File: config.mk
export PLATFORM = sky130hd
export DESIGN_NAME = kfmt_match
export DESIGN_NICKNAME = d
export VERILOG_FILES = /design/src/hw/rtl/assert_macros.svh /design/src/hw/rtl/kfmt_pkg.sv /design/src/hw/rtl/kfmt_match.sv
export SDC_FILE = /design/constraint.sdc
export NUM_CORES = 1
export LEC_CHECK = 0
export BUFFER_PORTS_ARGS = -buffer_cell sky130_fd_sc_hd__clkbuf_2
export CAP_MARGIN = 20
export CORE_AREA = 3 3 264 266
export DETAILED_ROUTE_END_ITERATION = 12
export DIE_AREA = 0 0 267 269
export GPL_TIMING_DRIVEN = 1
export SYNTH_ARGS = -nofsm -noshare
export SYNTH_HDL_FRONTEND = slang
export SYNTH_SLANG_ARGS = --single-unit
File: constraint.sdc
create_clock -name vclk -period 2.1
set_input_delay 0.21 -clock vclk [all_inputs]
set_output_delay 0.21 -clock vclk [all_outputs]
set_load 0.02 [all_outputs]
File: src/hw/rtl/assert_macros.svh
// Assertion macros shared by the key frequency tracker RTL.
// Needs a clk and an rst signal in the scope of each use.
`ifndef ASSERT_MACROS_SVH
`define ASSERT_MACROS_SVH

// cond must hold at every edge out of reset
`define KFMT_ASSERT_ALWAYS(label, cond) \
  label: assert property (@(posedge clk) disable iff (rst) (cond)) \
    else $error("kfmt assertion failed");

// cons must hold at the edge where ante holds
`define KFMT_ASSERT_IMPLY(label, ante, cons) \
  label: assert property (@(posedge clk) disable iff (rst) (ante) |-> (cons)) \
    else $error("kfmt assertion failed");

// cons must hold at the edge after the one where ante holds
`define KFMT_ASSERT_NEXT(label, ante, cons) \
  label: assert property (@(posedge clk) disable iff (rst) (ante) |=> (cons)) \
    else $error("kfmt assertion failed");

`endif

File: src/hw/rtl/kfmt_pkg.sv
// Package for the key frequency tracker: sizes, key and request types, states.
// No dependencies.
`default_nettype none

package kfmt_pkg;

  localparam int TABLE_ENTRIES = 64;
  localparam int KEY_WORDS     = 5;
  localparam int WORD_W        = 64;
  localparam int COUNT_W       = 16;
  localparam int DISTINCT_W    = 7;
  localparam int SLOT_W        = (TABLE_ENTRIES > 1) ? $clog2(TABLE_ENTRIES) : 1;
  localparam int USED_W        = $clog2(TABLE_ENTRIES + 1);

  localparam logic [COUNT_W-1:0] COUNT_MAX = {COUNT_W{1'b1}};

  typedef logic [KEY_WORDS-1:0][WORD_W-1:0] key_t;

  typedef struct packed {
    logic [SLOT_W-1:0]  rd_addr;
    logic [SLOT_W-1:0]  wr_addr;
    logic               key_we;
    logic               cnt_we;
    logic [COUNT_W-1:0] wr_count;
  } mem_req_t;

  typedef enum logic [2:0] {
    ST_IDLE,
    ST_SCAN,
    ST_INSERT,
    ST_FIN,
    ST_REPORT
  } state_t;

endpackage

`default_nettype wire

File: src/hw/rtl/kfmt_match.sv
// Shared key comparator and saturating count increment for one stored slot.
// Depends on kfmt_pkg.
`default_nettype none

module kfmt_match (
  input  wire kfmt_pkg::key_t           probe,
  input  wire kfmt_pkg::key_t           stored,
  input  wire [kfmt_pkg::COUNT_W-1:0]   stored_count,
  output logic                          hit,
  output logic [kfmt_pkg::COUNT_W-1:0]  count_inc
);

  assign hit = (probe == stored);
  assign count_inc = (stored_count == kfmt_pkg::COUNT_MAX) ?
                     stored_count : stored_count + kfmt_pkg::COUNT_W'(1);

endmodule

`default_nettype wire

### After elaboration in Yosys (flattened, before gate mapping)

Index checks and enable logic that the tools add are counted.

* flip-flop bits (word level): 0
* input bits: 656
* output and inout bits: 17
* word-level logic and storage cells: 4

* add/subtract/negate cells: 1
* equal/unequal tests: 2
* mux-type cells: 1

Operator list (number)
* 320-bit equality test: 1
* 16-bit by 1-bit adder with 16-bit output (second input constant): 1
* 16-bit equality test (second input constant): 1
* 16-bit 2-to-1 mux: 1

### Depth between registers and ports, before layout

* word-level depth: 2
* mapped depth: 8
* mapped depth without buffers: 7

### Worst setup path after synthesis

Ideal clock, no wire load.

* path kind: input-to-output
* from: input stored_count[0] (netlist bit)
* to: output count_inc[8] (netlist bit)
* arrival time: 1654 ps
* required time: 1890 ps
* setup slack: 236 ps
* cell stages on the path: 7
* buffers on the path: 1
* path through: ha_1 -> nand4_2 -> nor4_2 -> and2_4 -> nand4_4 -> buf_6 -> a21oi_1

* longest elaborated chain between the ends: 2
* elaborated cells on any way between the ends: 3
* classes of those cells: add/sub (1); eq/ne (1); mux (1)

RTL lines
* from (decl): RTL line kfmt_match.sv:8 `input wire [kfmt_pkg::COUNT_W-1:0] stored_count,`
* 16-bit by 1-bit adder with 16-bit output / 16-bit equality test (equally long branches): RTL line kfmt_match.sv:15, kfmt_match.sv:14
* 16-bit 2-to-1 mux *: RTL line kfmt_match.sv:14 `assign count_inc = (stored_count == kfmt_pkg::COUNT_MAX) ?`
* to (decl): RTL line kfmt_match.sv:10 `output logic [kfmt_pkg::COUNT_W-1:0] count_inc`

Mark *: on every way between the ends. The rest lies on a longest branch, timed or not.

### Worst setup path after layout

* from: input stored[172] (netlist bit)
* to: output hit

* longest elaborated chain between the ends: 1

RTL lines
* from (decl): RTL line kfmt_match.sv:7 `input wire kfmt_pkg::key_t stored,`
* 320-bit equality test: RTL line kfmt_match.sv:13 `assign hit = (probe == stored);`
* to (decl): RTL line kfmt_match.sv:9 `output logic hit,`

No other way between the ends.

==> flow_metrics.py <==
metrics = {
    "route": {
        "avgViaCountPerCell": 3.021,
        "drcViolationCount": 0,
        "firstDrtPassIters": 4,
        "routed_wirelength_um": 35860,
        "ant_nets": 0,
        "wl_per_cell_um": 17.27,
        "drt_first_iter_violations": 156,
        "vias": 6272,
    },
    "pwr": {
        "p_leak_nw": 4.296,
        "power.switching_w": 0.0007077,
        "p_sw_share_pct": 45.47,
        "clockPowerShare_pct": 0,
        "power.density_nw_per_um2": 177.9,
        "vdd_drop_max_v": 0.00006127,
        "combinationalPowerShare_pct": 100.0,
        "pwr-share-seq_pct": 0,
        "intPower_w": 0.0008486,
    },
    "sta": {
        "fin_crit_sh_pct": 104.2,
        "period_minus_slack_ns": 2.189,
        "tns_ns": -0.08875,
        "finalWorstSetupSlack_ns": -0.08875,
        "slew_violations": 0,
        "rsz0062_at_grt": "yes",
        "holdWs_ns": 0.7385,
        "setup_viol": 1,
        "hold_viol": 0,
        "fmax_mhz": 456.9,
        "timing.slew.headroom_pct": 31.85,
        "worst-slew-pin-transition_ns": 1.019,
    },
    "synthesis": {
        "synth_top_area_cell": "xor2_1",
        "synth_top_area_share_pct": 44.27,
        "synth_area_um2": 3819,
        "yosysWarnings": 0,
        "syn-num-nets": 1134,
        "netlist_instances": 477,
        "synthDistinctLibCells": 22,
        "avgSynthCellArea_um2": 8.006,
        "ys_top_cells_by_area": "xor2_1, xnor2_1, nor4_1, nand4_1, nand3_1",
        "synth-seq-area-share_pct": 0,
    },
    "finish": {
        "fin_nets": 1846,
        "layout_commonest_cell": "clkbuf_2",
        "final_cell_mix": "clkbuf_2, xor2_1, xnor2_1",
        "nClkBuffers": 0,
        "area_delta_synth_final_pct": 129.1,
        "nFlopsAndLatches": 0,
        "fin_cells": 2076,
        "seq_area_um2": 0,
        "nFillCells": 7789,
        "drive_gt1_share_pct": 61.42,
        "final_area_um2": 8747,
        "utilization_pct": 13.00,
    },
    "place": {
        "post-dp-hpwl_um": 34900,
        "dp.cells": 2060,
        "post_dp_cell_area_um2": 8559,
        "io_buffers": 673,
        "routabilityCongestion": 0.8920,
    },
    "grt": {
        "grt_pass1_vias": 6284,
        "grt_start_max_net_pins": 8,
        "grt_overflow": 0,
        "gr-usage-all-layers_pct": 8.939,
        "antenna_found_initial": 33,
        "grt_pass1_wl_um": 43730,
    },
    "min_path": {
        "min_path_cells": 3,
        "min_path_type": "in2out",
    },
    "critical_path": {
        "start_kind": "input port",
        "path_buf_inv": 4,
        "cp.depth": 9,
        "slowest_stage": "nor4_1",
        "endpoint_kind": "primary output",
        "crit_chain": "clkbuf_2 > xnor2_1 > nand4_1 > nor4_1 > buf_4 > nand4_1 > buf_4 > nor3_2 > clkbuf_4",
        "critPathTopFamily": "simple AND/OR/NAND/NOR gates",
        "worst_ep_arrival_time_ns": 1.98,
        "crit_type": "in2out",
        "cpPeakStageDelay_ns": 0.37,
        "crit_path_max_fanout": 1,
        "required_ns": 1.89,
    },
    "status": {
        "failed_checks": "negative setup slack",
        "status": "finished with violations",
    },
    "floorplanning": {
        "dieArea_um2": 71820,
        "die_x_um": 267,
        "die_h_um": 269,
        "core_area_um2": 67280,
        "rows": 95,
        "num_io_pins": 673,
        "start_util_pct": 5.676,
    },
    "clock_tree": {
        "cts_setup_buffers": 0,
        "postCtsHoldBufs": 0,
    },
    "run": {
        "drv_cap": 0,
    },
}
## worst paths after layout
check | startpoint | endpoint | slack, ns
min | stored_count[10] | count_inc[10] | 0.74
max | stored[172] | hit | -0.09
## logic make-up (layout without fill, tap and decap cells)
| logic type | count (synthesis) | count (layout) | synth area share [%] |
|---|---|---|---|
| buffers and inverters | 4 | 713 | 0.5897 |
| adder cells (fa/ha/maj) | 1 | 1 | 0.3276 |
| multiplexers | 1 | 1 | 0.2949 |
| AND/OR/NAND/NOR | 134 | 135 | 21.95 |
| XOR/XNOR | 331 | 331 | 75.92 |
| AO/OA/AOI/OAI | 6 | 6 | 0.9176 |
| other | 0 | 16 | 0 |
## metal layers
layer | vias up | track usage, % | share of wire (%)
met5 | - | 0 | 0.12
met4 | 6 | 3.631 | 4.3
met3 | 54 | 2.783 | 10
met2 | 453 | 15.02 | 46
met1 | 2641 | 10.60 | 40
li1 | 3118 | - | -
## through the flow
step / total power (W) / worst slack [ns]
2_1_floorplan: 0.0005460 / 0.2358
3_3_place_gp: 0.001544 / -1.009
3_5_place_dp: 0.001552 / -1.043
4_1_cts: 0.001577 / -0.1851
5_1_grt: 0.001695 / -0.2476
6_report: 0.001556 / -0.08875
## synthesized netlist by cell type, drive strengths merged (2+ instances only)
| library cell | count |
|---|---|
| a21oi | 4 |
| inv | 3 |
| xnor2 | 138 |
| nor2 | 4 |
| nor4 | 60 |
| nand2 | 5 |
| nand4 | 52 |
| nor3 | 2 |
| nand3 | 7 |
| xor2 | 193 |
## area by class of cell
class,instances,area [um^2],area share (%)
diodes,16,40.04,0.4577
inverters,3,11.26,0.1287
multi-input cells,474,3949,45.14
well taps,873,1092,12.49
repair buffers,710,3655,41.78
## power by group through the flow
stage / Sequential, W / Clock (W) / Combinational (W)
finish: 0 / 0.00000000103 / 0.00156
detailed placement: 0 / 0 / 0.00155
floorplan: 0 / 0 / 0.000546
CTS: 0 / 0 / 0.00158
global route: 0 / 0.000000000765 / 0.00169
global placement: 0 / 0 / 0.00154
## worst min-delay path: stages
cell      delay (ns)
clkbuf_2        0.10
xnor2_1         0.07
clkbuf_2        0.15
## what timing repair did
action	4_1_cts	5_1_grt
cloned	1	0
pin swaps	8	0
setup endpoints to repair	5	8
gates resized for setup	18	5
(Power assumes the default switching activity.)
